**src/hdl/fqd_pkg.sv**
```systemverilog
// ----------------------------------------------------------------------------
// fqd_pkg: shared types and codes of the FIFO queue with delete
// Beat payloads, command and status codes, and the controller/datapath bundles.
// ----------------------------------------------------------------------------
package fqd_pkg;

	localparam int VALUE_W = 32;
	localparam int OCC_W   = 5;

	localparam logic [1:0] CMD_ENQUEUE = 2'd0;
	localparam logic [1:0] CMD_DEQUEUE = 2'd1;
	localparam logic [1:0] CMD_DELETE  = 2'd2;

	localparam logic [2:0] ST_OK        = 3'd0;
	localparam logic [2:0] ST_EMPTY     = 3'd1;
	localparam logic [2:0] ST_NULL      = 3'd2;
	localparam logic [2:0] ST_NOT_FOUND = 3'd3;
	localparam logic [2:0] ST_FULL      = 3'd4;

	typedef struct packed {
		logic [1:0]         command;
		logic [VALUE_W-1:0] value;
	} req_item_t;

	typedef struct packed {
		logic [2:0]         status;
		logic [VALUE_W-1:0] out_value;
		logic [OCC_W-1:0]   occupancy;
	} rsp_item_t;

	// controller -> datapath
	typedef struct packed {
		logic       capture;
		logic       enq_write;
		logic       head_read;
		logic       deq_pop;
		logic       scan_step;
		logic       scan_close;
		logic       set_status;
		logic [2:0] status;
		logic       load_out;
	} dp_cmd_t;

	// datapath -> controller
	typedef struct packed {
		logic [1:0] command;
		logic       val_zero;
		logic       full;
		logic       empty;
		logic       found_any;
		logic       scan_last;
		logic       out_busy;
	} dp_flag_t;

endpackage

```
**src/hdl/fqd_dp.sv**
```systemverilog
// ----------------------------------------------------------------------------
// fqd_dp: queue datapath
// Circular entry memory, head/tail/count, delete scan with compaction, and
// the result register.
// ----------------------------------------------------------------------------
module fqd_dp #(
	parameter int QUEUE_DEPTH = 16,
	parameter int DATA_WIDTH  = 32
) (
	input  logic                clk,
	input  logic                arst_n,
	input  fqd_pkg::req_item_t  req,
	input  fqd_pkg::dp_cmd_t    cmd,
	output fqd_pkg::dp_flag_t   flag,
	output fqd_pkg::rsp_item_t  rsp,
	output logic                rsp_valid,
	input  logic                rsp_ready
);

	localparam int AW = $clog2(QUEUE_DEPTH);
	localparam int CW = $clog2(QUEUE_DEPTH + 1);

	logic [DATA_WIDTH-1:0] mem [QUEUE_DEPTH];
	logic [DATA_WIDTH-1:0] rd_data_q;
	logic                  mem_we;
	logic [AW-1:0]         mem_waddr;
	logic [DATA_WIDTH-1:0] mem_wdata;
	logic [AW-1:0]         mem_raddr;

	logic [1:0]            command_q;
	logic [DATA_WIDTH-1:0] value_q;
	logic [DATA_WIDTH-1:0] deq_value_q;
	logic [2:0]            status_q;
	logic [AW-1:0]         head_q, tail_q, scan_addr_q, hole_q;
	logic [CW-1:0]         count_q, left_q;
	logic                  found_q;
	fqd_pkg::rsp_item_t    rsp_q;
	logic                  rsp_valid_q;

	logic [AW-1:0]         head_nxt, tail_nxt, tail_prv, scan_nxt;
	logic [DATA_WIDTH-1:0] val_in;
	logic                  found_any;
	logic [fqd_pkg::VALUE_W-1:0] out_value_w;
	logic [fqd_pkg::OCC_W-1:0]   occ_w;

	// width adaptation between the fixed beat fields and the storage width
	if (DATA_WIDTH <= fqd_pkg::VALUE_W) begin : g_val_narrow
		assign val_in      = req.value[DATA_WIDTH-1:0];
		assign out_value_w = fqd_pkg::VALUE_W'(deq_value_q);
	end else begin : g_val_wide
		assign val_in      = DATA_WIDTH'(req.value);
		assign out_value_w = deq_value_q[fqd_pkg::VALUE_W-1:0];
	end

	if (CW >= fqd_pkg::OCC_W) begin : g_occ_trunc
		assign occ_w = count_q[fqd_pkg::OCC_W-1:0];
	end else begin : g_occ_ext
		assign occ_w = {{(fqd_pkg::OCC_W-CW){1'b0}}, count_q};
	end

	// circular pointer arithmetic
	always_comb begin
		head_nxt = (head_q == AW'(QUEUE_DEPTH - 1)) ? '0 : head_q + AW'(1);
		tail_nxt = (tail_q == AW'(QUEUE_DEPTH - 1)) ? '0 : tail_q + AW'(1);
		tail_prv = (tail_q == '0) ? AW'(QUEUE_DEPTH - 1) : tail_q - AW'(1);
		scan_nxt = (scan_addr_q == AW'(QUEUE_DEPTH - 1)) ? '0 : scan_addr_q + AW'(1);
	end

	assign found_any = found_q | (rd_data_q == value_q);

	// memory ports: enqueue writes at the tail, the scan moves entries down
	always_comb begin
		mem_we    = 1'b0;
		mem_waddr = tail_q;
		mem_wdata = value_q;
		if (cmd.enq_write) begin
			mem_we = 1'b1;
		end else if (cmd.scan_step && found_q) begin
			mem_we    = 1'b1;
			mem_waddr = hole_q;
			mem_wdata = rd_data_q;
		end
		mem_raddr = cmd.scan_step ? scan_nxt : head_q;
	end

	always_ff @(posedge clk) begin
		if (mem_we) begin
			mem[mem_waddr] <= mem_wdata;
		end
		rd_data_q <= mem[mem_raddr];
	end

	// payload registers
	always_ff @(posedge clk) begin
		if (cmd.capture) begin
			command_q <= req.command;
			value_q   <= val_in;
		end
		if (cmd.capture) begin
			deq_value_q <= '0;
		end else if (cmd.deq_pop) begin
			deq_value_q <= rd_data_q;
		end
		if (cmd.set_status) begin
			status_q <= cmd.status;
		end
		if (cmd.head_read) begin
			scan_addr_q <= head_q;
			left_q      <= count_q - CW'(1);
		end else if (cmd.scan_step) begin
			scan_addr_q <= scan_nxt;
			left_q      <= left_q - CW'(1);
			if (found_any) begin
				hole_q <= scan_addr_q;
			end
		end
		if (cmd.load_out) begin
			rsp_q <= '{status: status_q, out_value: out_value_w, occupancy: occ_w};
		end
	end

	// control state
	always_ff @(posedge clk or negedge arst_n) begin
		if (!arst_n) begin
			head_q      <= '0;
			tail_q      <= '0;
			count_q     <= '0;
			found_q     <= 1'b0;
			rsp_valid_q <= 1'b0;
		end else begin
			if (cmd.enq_write) begin
				tail_q  <= tail_nxt;
				count_q <= count_q + CW'(1);
			end else if (cmd.deq_pop) begin
				head_q  <= head_nxt;
				count_q <= count_q - CW'(1);
			end else if (cmd.scan_close && found_any) begin
				tail_q  <= tail_prv;
				count_q <= count_q - CW'(1);
			end
			if (cmd.head_read) begin
				found_q <= 1'b0;
			end else if (cmd.scan_step) begin
				found_q <= found_any;
			end
			if (cmd.load_out) begin
				rsp_valid_q <= 1'b1;
			end else if (rsp_ready) begin
				rsp_valid_q <= 1'b0;
			end
		end
	end

	assign flag = '{
		command:   command_q,
		val_zero:  (value_q == '0),
		full:      (count_q == CW'(QUEUE_DEPTH)),
		empty:     (count_q == '0),
		found_any: found_any,
		scan_last: (left_q == '0),
		out_busy:  rsp_valid_q & ~rsp_ready
	};

	assign rsp       = rsp_q;
	assign rsp_valid = rsp_valid_q;

endmodule

```
**src/hdl/fqd_ctrl.sv**
```systemverilog
// ----------------------------------------------------------------------------
// fqd_ctrl: queue controller
// Decodes each command, sequences the delete scan and hands results out.
// ----------------------------------------------------------------------------
module fqd_ctrl (
	input  logic               clk,
	input  logic               arst_n,
	input  logic               req_valid,
	output logic               req_ready,
	input  fqd_pkg::dp_flag_t  flag,
	output fqd_pkg::dp_cmd_t   cmd
);

	localparam logic [2:0] S_IDLE   = 3'd0;
	localparam logic [2:0] S_DECODE = 3'd1;
	localparam logic [2:0] S_DEQ    = 3'd2;
	localparam logic [2:0] S_SCAN   = 3'd3;
	localparam logic [2:0] S_FINISH = 3'd4;

	logic [2:0] state_q, state_nxt;

	always_comb begin
		state_nxt = state_q;
		cmd       = '0;
		req_ready = 1'b0;
		unique case (state_q)
			S_IDLE: begin
				req_ready = 1'b1;
				if (req_valid) begin
					cmd.capture = 1'b1;
					state_nxt   = S_DECODE;
				end
			end
			S_DECODE: begin
				cmd.set_status = 1'b1;
				cmd.status     = fqd_pkg::ST_OK;
				state_nxt      = S_FINISH;
				unique case (flag.command)
					fqd_pkg::CMD_ENQUEUE: begin
						priority if (flag.val_zero) begin
							cmd.status = fqd_pkg::ST_NULL;
						end else if (flag.full) begin
							cmd.status = fqd_pkg::ST_FULL;
						end else begin
							cmd.enq_write = 1'b1;
						end
					end
					fqd_pkg::CMD_DEQUEUE: begin
						if (flag.empty) begin
							cmd.status = fqd_pkg::ST_EMPTY;
						end else begin
							cmd.head_read = 1'b1;
							state_nxt     = S_DEQ;
						end
					end
					fqd_pkg::CMD_DELETE: begin
						priority if (flag.val_zero) begin
							cmd.status = fqd_pkg::ST_NULL;
						end else if (flag.empty) begin
							cmd.status = fqd_pkg::ST_EMPTY;
						end else begin
							cmd.head_read = 1'b1;
							state_nxt     = S_SCAN;
						end
					end
					default: begin
					end
				endcase
			end
			S_DEQ: begin
				cmd.deq_pop    = 1'b1;
				cmd.set_status = 1'b1;
				cmd.status     = fqd_pkg::ST_OK;
				state_nxt      = S_FINISH;
			end
			S_SCAN: begin
				cmd.scan_step = 1'b1;
				if (flag.scan_last) begin
					cmd.scan_close = 1'b1;
					cmd.set_status = 1'b1;
					cmd.status     = flag.found_any ? fqd_pkg::ST_OK : fqd_pkg::ST_NOT_FOUND;
					state_nxt      = S_FINISH;
				end
			end
			S_FINISH: begin
				if (!flag.out_busy) begin
					cmd.load_out = 1'b1;
					state_nxt    = S_IDLE;
				end
			end
			default: begin
				state_nxt = S_IDLE;
			end
		endcase
	end

	always_ff @(posedge clk or negedge arst_n) begin
		if (!arst_n) begin
			state_q <= S_IDLE;
		end else begin
			state_q <= state_nxt;
		end
	end

endmodule

```
**src/hdl/fifo_queue_with_delete.sv**
```systemverilog
// ----------------------------------------------------------------------------
// fifo_queue_with_delete: bounded FIFO of nonzero words with delete by value
// Enqueue, dequeue or delete the oldest matching entry; one result per beat.
// ----------------------------------------------------------------------------
// Usage:
//   req channel (req_valid/req_ready/req) carries one command beat: enqueue,
//   dequeue or delete-first-match, plus the data word. rsp channel
//   (rsp_valid/rsp_ready/rsp) returns exactly one beat per command: status,
//   the dequeued word (zero otherwise) and the occupancy after the command.
//   Commands are handled one at a time. After acceptance a decode state
//   sends enqueue, errors and the unused code 3 on to the finish state;
//   dequeue passes through an extra state for the registered memory read;
//   delete scans the entries held, reading one entry per cycle through the
//   single read port and moving later entries down one slot in the same
//   pass. req_ready rises together with rsp_valid. If the receiver stalls,
//   a second finished result waits in the datapath, the controller holds in
//   its finish state and req_ready stays low until the output register
//   frees up. Reset clears pointers, count and both channel states; memory
//   contents are not reset since only live entries are ever read.
// ----------------------------------------------------------------------------
module fifo_queue_with_delete #(
	parameter int QUEUE_DEPTH = 16,
	parameter int DATA_WIDTH  = 32
) (
	input  logic               clk,
	input  logic               arst_n,
	input  logic               req_valid,
	output logic               req_ready,
	input  fqd_pkg::req_item_t req,
	output logic               rsp_valid,
	input  logic               rsp_ready,
	output fqd_pkg::rsp_item_t rsp
);

	// command and status bundles between controller and datapath
	fqd_pkg::dp_cmd_t  dp_cmd;
	fqd_pkg::dp_flag_t dp_flag;

	// sequence each command: decode, optional read or scan, then drop the
	// result into the output register
	fqd_ctrl u_ctrl (
		.clk       (clk),
		.arst_n    (arst_n),
		.req_valid (req_valid),
		.req_ready (req_ready),
		.flag      (dp_flag),
		.cmd       (dp_cmd)
	);

	// hold entries in a circular memory; advance head on dequeue, tail on
	// enqueue, and pull tail back one slot after a successful delete
	fqd_dp #(
		.QUEUE_DEPTH (QUEUE_DEPTH),
		.DATA_WIDTH  (DATA_WIDTH)
	) u_dp (
		.clk       (clk),
		.arst_n    (arst_n),
		.req       (req),
		.cmd       (dp_cmd),
		.flag      (dp_flag),
		.rsp       (rsp),
		.rsp_valid (rsp_valid),
		.rsp_ready (rsp_ready)
	);

endmodule

```
**config.mk**
```make
export PLATFORM = sky130hd
export DESIGN_NAME = fifo_queue_with_delete
export DESIGN_NICKNAME = d
export VERILOG_FILES = /design/src/hdl/fqd_pkg.sv /design/src/hdl/fqd_dp.sv /design/src/hdl/fqd_ctrl.sv /design/src/hdl/fifo_queue_with_delete.sv
export SDC_FILE = /design/constraint.sdc
export NUM_CORES = 1
export LEC_CHECK = 0
export ABC_AREA = 1
export BUFFER_PORTS_ARGS = -buffer_cell sky130_fd_sc_hd__buf_4
export CORE_MARGIN = 3
export CORE_UTILIZATION = 62
export DETAILED_ROUTE_END_ITERATION = 8
export PLACE_DENSITY = 0.81
export SLEW_MARGIN = 0
export SYNTH_ARGS = -nofsm -noshare
export SYNTH_HDL_FRONTEND = slang
export SYNTH_HIERARCHICAL = 1
export SYNTH_SLANG_ARGS = --single-unit
```
**constraint.sdc**
```tcl
create_clock -name clk -period 15.46 [get_ports clk]
set_clock_uncertainty 0.05 [all_clocks]
set_input_delay 1.546 -clock clk [delete_from_list [all_inputs] [get_ports clk]]
set_output_delay 1.546 -clock clk [all_outputs]
set_load 0.02 [all_outputs]
```
==> flow_summary.ini, run 1 <==
[cts]
cts_root_buffer = clkbuf_16
cts_sinks = 684
cts_made_buffers = 67
cts_tree = yes
clockBufferDepth = 3
cts_resized = 0
post_cts_buffers = 0
clk_latency_ns = 0.60
holdBufCountCts = 0
htree_levels = 3
path_clk_slew_ns = 0.06

[synth]
synth.top_cells.by_area = edfxtp_1, nand2_1, dfxtp_1
synth_warnings = 6
syn_area_sq_um = 27800
synth_top_area_cell = edfxtp_1
synth_seq_cells = 684
netlist_top_cells_count = edfxtp_1, nand2_1, inv_1
async_flop_share_pct = 2.63
synth_edf_count = 602
yosysMostFrequentCell = edfxtp_1
yosysTopAreaCellShare_pct = 65.1
synth_seq_area_share_pct = 71.4
synthFlopType = edfxtp_1
syn_nets = 2401
synth.avg_cell_area_sq_um = 11.8
synthCells = 2348
synth_cell_types = 38

[pwr]
powerDensity_nw_per_um2 = 184
ir_drop_mv = 0.117
leakage_nw = 11.7

[detailed_routing]
vias_per_cell = 5.96
wire_per_inst_um = 20.8
drt_pre_antenna_iters = 5
postRouteWirelength_um = 63300
drt_iter0_drc = 2241
drcViolationCount = 0
num_vias = 18100
postRouteAntennaNets = 0

[global_route]
gr-total-overflow = 0
grt_pass1_vias = 17600
grt.total_usage_pct = 26.8
antenna_found_initial = 3
grt_max_degree = 131
grt_pass1_wl_um = 97200

[timing]
slew_violations = 0
fin_crit_ns = 5.21
rsz0062_at_grt = no
finalCritPeriodShare_pct = 33.7
tns_ns = 0
slew_headroom_pct = 8.80
finalHoldViolCount = 0
setup_violations = 0
worst_pin_slew_ns = 1.36
fmax_ghz = 0.192

[status]
status = finished, final reports clean

[layout]
nets = 2453
syn_to_final_growth_pct = 12.3
num_antenna_cells = 0
layout-drive-gt1-share_pct = 10.3
final_area_sq_um = 31200
fillers = 2703

[run]
cap_violations = 0

[worst_setup_path]
cp-start-kind = flop
required_ns = 15.59
crit_path_max_fanout = 48
worstPathArrival_ns = 5.35
worstSetupPathType = flop to flop
critPathCaptureType = flop

[hold_path]
hold_class = flop to flop

[die]
die_h_um = 218
rows = 76
coreArea_sq_um = 43600
dieArea_sq_um = 47400
chipWidth_um = 218
initial_core_util_pct = 63.6
io_pins = 80

[place]
dp_hpwl_um = 36300
place_area_sq_um = 28900
port_buffers = 79
place.gp.congestion = 0.877
[registers in the layout, summed over array words and instances, names as in the netlist]
signal,cells
u_dp/status_q,3
u_dp/rsp_valid,1
u_dp/rsp,40
u_dp/found_q,1
u_dp/hole_q,4
u_dp/value_q,32
u_dp/count_q,5
u_dp/tail_q,4
u_ctrl/state_q,3
u_dp/left_q,5
u_dp/scan_addr_q,4
u_dp/head_q,4
u_dp/command_q,2
u_dp/deq_value_q,32
u_dp/rd_data_q,32
u_dp/mem,512
[layout by cell type, fill, tap and decap left out, drive strengths merged]
cell type / n
nand4: 8
o211ai: 129
xor2: 5
mux2i: 2
nor3: 3
dfxtp: 64
inv: 322
nor4: 9
a31oi: 1
dfrtp: 18
buf: 109
o31ai: 1
and3: 1
nor2: 58
xnor2: 29
clkbuf: 92
clkinvlp: 2
bufinv: 6
nand2: 400
o22ai: 1
o21bai: 1
ha: 15
a211oi: 10
o21ai: 167
a22oi: 2
clkinv: 22
or2: 5
a21oi: 157
edfxtp: 602
nand3: 214
[layout make-up]
cell class | count | area, sq um | area share [%]
Tap cell | 585 | 732 | 2.35
Clock inverter | 32 | 348 | 1.12
Timing Repair Buffer | 109 | 818 | 2.62
Sequential cell | 684 | 19800 | 63.5
Clock buffer | 92 | 1880 | 6.04
Multi-Input combinational cell | 1218 | 6390 | 20.5
Inverter | 320 | 1200 | 3.85
[kinds of logic after synthesis]
kind of cell | Yosys count | synth area share, %
muxes | 2 | 0.0721
AOI/OAI and AO/OA | 469 | 9.82
DFF | 684 | 71.4
adders and majority gates | 15 | 0.676
and+or+nand+nor | 698 | 10.7
xor gates and xnor gates | 34 | 1.07
buffers and inverters | 446 | 6.30
[metrics by stage]
step	setup slack, ns	utilization [%]	instances	total power [W]	hold WS, ns
2_1_floorplan	9.43	-	2348	0.00362	0.350
6_report	10.25	71.4	3040	0.00574	0.377
4_1_cts	10.29	71.4	3040	0.00573	0.372
3_5_place_dp	10.36	66.3	2916	0.00409	0.368
5_1_grt	9.96	71.4	3040	0.00602	0.381
3_3_place_gp	10.54	66.3	2916	0.00401	0.358
[worst paths after layout]
| path | from | end | slack [ns] | depth (start not counted) |
|---|---|---|---|---|
| hold reg to reg | u_dp/status_q[0] | u_dp/rsp[37] | 0.38 | 0 |
| max in group asynchronous | arst_n | u_dp/count_q[0] | 14.37 | 1 |
| min in group asynchronous | arst_n | u_ctrl/state_q[2] | 0.77 | 1 |
| setup / recovery | u_dp/value_q[15] | u_dp/mem[11][26] | 10.25 | 15 |
| hold / removal | u_dp/status_q[0] | u_dp/rsp[37] | 0.38 | 0 |
| setup reg to reg | u_dp/value_q[15] | u_dp/mem[11][26] | 10.25 | 15 |
[worst max-delay path, cell delays in order, from the launching register on]
cell	delay [ns]
edfxtp_1	0.42
nor4_1	0.40
nand4_1	0.27
nor2_1	0.24
inv_1	0.12
nand2_1	0.07
nor3_1	0.04
buf_4	0.20
nor2_4	0.10
buf_4	0.43
inv_1	0.17
buf_4	0.25
or2_2	0.29
o21ai_0	0.17
nand3_1	0.40
nor2_4	1.11
[where the power goes]
group,total [W],switching [W],internal (W)
clock network,0.00163,0.000673,0.000962
logic,0.00162,0.00114,0.000485
registers,0.00249,0.000174,0.00231
total,0.00574,0.00199,0.00376
[routing by layer]
| metal | vias up | part of all wire [%] | track usage [%] |
|---|---|---|---|
| met5 | - | 0.013 | 0 |
| met4 | 2 | 4.1 | 12.8 |
| met2 | 1013 | 47 | 42.4 |
| li1 | 8298 | - | - |
| met3 | 179 | 10 | 5.27 |
| met1 | 8629 | 38 | 36.3 |
Power figures use the tool's default switching activity.
==> run 2: changes to the inputs <==
Clock period 15.46 ns to 5.2 ns, I/O delays scaled along.
==> flow_summary.ini, run 2 (synthesis results as in run 1) <==
[die]
die_h_um = 218
initial_core_util_pct = 63.6
rows = 76
chipWidth_um = 218
dieArea_sq_um = 47400
coreArea_sq_um = 43600
io_pins = 80

[global_route]
gr-max-usage-layer = met2
grt_pass1_vias = 17500
grt_pass1_wl_um = 99400
gr-total-overflow = 0
grt.total_usage_pct = 27.4
grt_max_degree = 208
met1_usage_pct = 37.9
antenna_found_initial = 0
use_met2_pct = 44.1
grt_use_met3_pct = 5.38

[timing]
rsz0062_at_grt = no
slew_violations = 0
finalCritPeriodShare_pct = 91.1
setup_violations = 0
worst_pin_slew_ns = 1.19
fmax_ghz = 0.211
finalHoldViolCount = 0
hold_slack_ns = 0.0650
fin_crit_ns = 4.74
slew_headroom_pct = 20.3
tns_ns = 0

[worst_setup_path]
cpPeakStageDelay_ns = 1.04
critical_path.cell_chain = nor4_1 -> nand4_1 -> nor2_1 -> inv_1 -> nand2_1 -> nor3_1 -> nor2_4 -> inv_1 -> or2_2 -> o21ai_0 -> nand3_1 -> nor2_4
critPathTopFamily = simple AND/OR/NAND/NOR gates
cp-start-kind = flop
rrSetupSlack_ns = 0.46
worstPathArrival_ns = 4.87
required_ns = 5.33
critPathCaptureType = flop
crit_slowest_cell = nor2_4
worst-path-buf-inv = 2
worstSetupPathType = flop to flop
crit_path_max_fanout = 32

[layout]
fin_util_pct = 71.5
largest-register = u_dp/mem
final_cells = 3042
largest_register_ffs = 512
syn_to_final_growth_pct = 12.3
final_common_cell = edfxtp_1
layout-drive-gt1-share_pct = 9.89
layout_common_cells = edfxtp_1, nand2_1, inv_1
nets = 2458
num_antenna_cells = 0

[cts]
cts_sinks = 684
htree_levels = 3
cts_resized = 0
clockBufferDepth = 3
path_clk_slew_ns = 0.06
cts_made_buffers = 67
post_cts_buffers = 0
clk_latency_ns = 0.58
cts_tree = yes
cts_root_buffer = clkbuf_16
holdBufCountCts = 1

[detailed_routing]
postRouteWirelength_um = 64200
vias_per_cell = 5.96
drcViolationCount = 0
drt_iter0_drc = 2354
drt_pre_antenna_iters = 6
postRouteAntennaNets = 0
wire_per_inst_um = 21.1
num_vias = 18100

[pwr]
ir_drop_mv = 0.569
leakage_nw = 11.7
powerDensity_nw_per_um2 = 545

[place]
dp_cells = 2920
port_buffers = 79
place.gp.congestion = 0.867
dp_hpwl_um = 39600

[run]
cap_violations = 0

[hold_path]
hold_class = input pin to flop

[status]
status = finished, final reports clean
-- run 2: cell count changes in the layout (fill, tap and decap cells not counted), moves of 3 or more --
cell | before | now
clkinv_1 | 5 | 17
buf_12 | 0 | 6
o21ai_0 | 144 | 149
o21ai_1 | 18 | 13
bufinv_16 | 6 | 2
clkbuf_8 | 5 | 2
clkbuf_16 | 70 | 74
clkinv_2 | 14 | 7
-- run 2: power breakdown --
part           total, W  internal [W]  leakage (nW)  switching (W)
Clock           0.00465       0.00271          1.03        0.00194
Sequential      0.00732       0.00687          6.21       0.000450
Combinational   0.00504       0.00151          4.43        0.00352
Total            0.0170        0.0111          11.7        0.00591
-- run 2: worst paths after layout --
kind	cells after the start	startpoint	to
max	12	u_dp/value_q[15]	u_dp/mem[10][0]
min	1	req[15]	u_dp/value_q[15]
max reg2reg	12	u_dp/value_q[15]	u_dp/mem[10][0]
min reg2reg	0	u_dp/status_q[2]	u_dp/rsp[39]
max in group asynchronous	2	arst_n	u_dp/tail_q[3]
min in group asynchronous	2	arst_n	u_dp/count_q[1]
-- run 2: metrics by stage --
stage / power, W / instance area (sq um) / setup WS [ns]
global route: 0.0179 / 31200 / 0.241
global placement: 0.0121 / 29100 / 0.734
finish: 0.0170 / 31200 / 0.464
floorplan: 0.0108 / 27800 / 0.193
CTS: 0.0170 / 31200 / 0.558
detailed placement: 0.0123 / 29100 / 0.614
-- run 2: layout make-up --
| class | instances | area [sq um] |
|---|---|---|
| clock inverters | 28 | 179 |
| multi-input cells | 1218 | 6390 |
| well taps | 585 | 732 |
| fillers | 2728 | 12500 |
| clock buffers | 93 | 1940 |
| flip-flops and latches | 684 | 19800 |
| inverters | 320 | 1200 |
| repair buffers | 114 | 933 |
-- run 2: metal layers --
layer / share of wire, % / vias to the layer above
met5: 0 / -
met4: 3.0 / 0
met3: 11 / 130
met2: 48 / 990
met1: 38 / 8692
li1: - / 8311
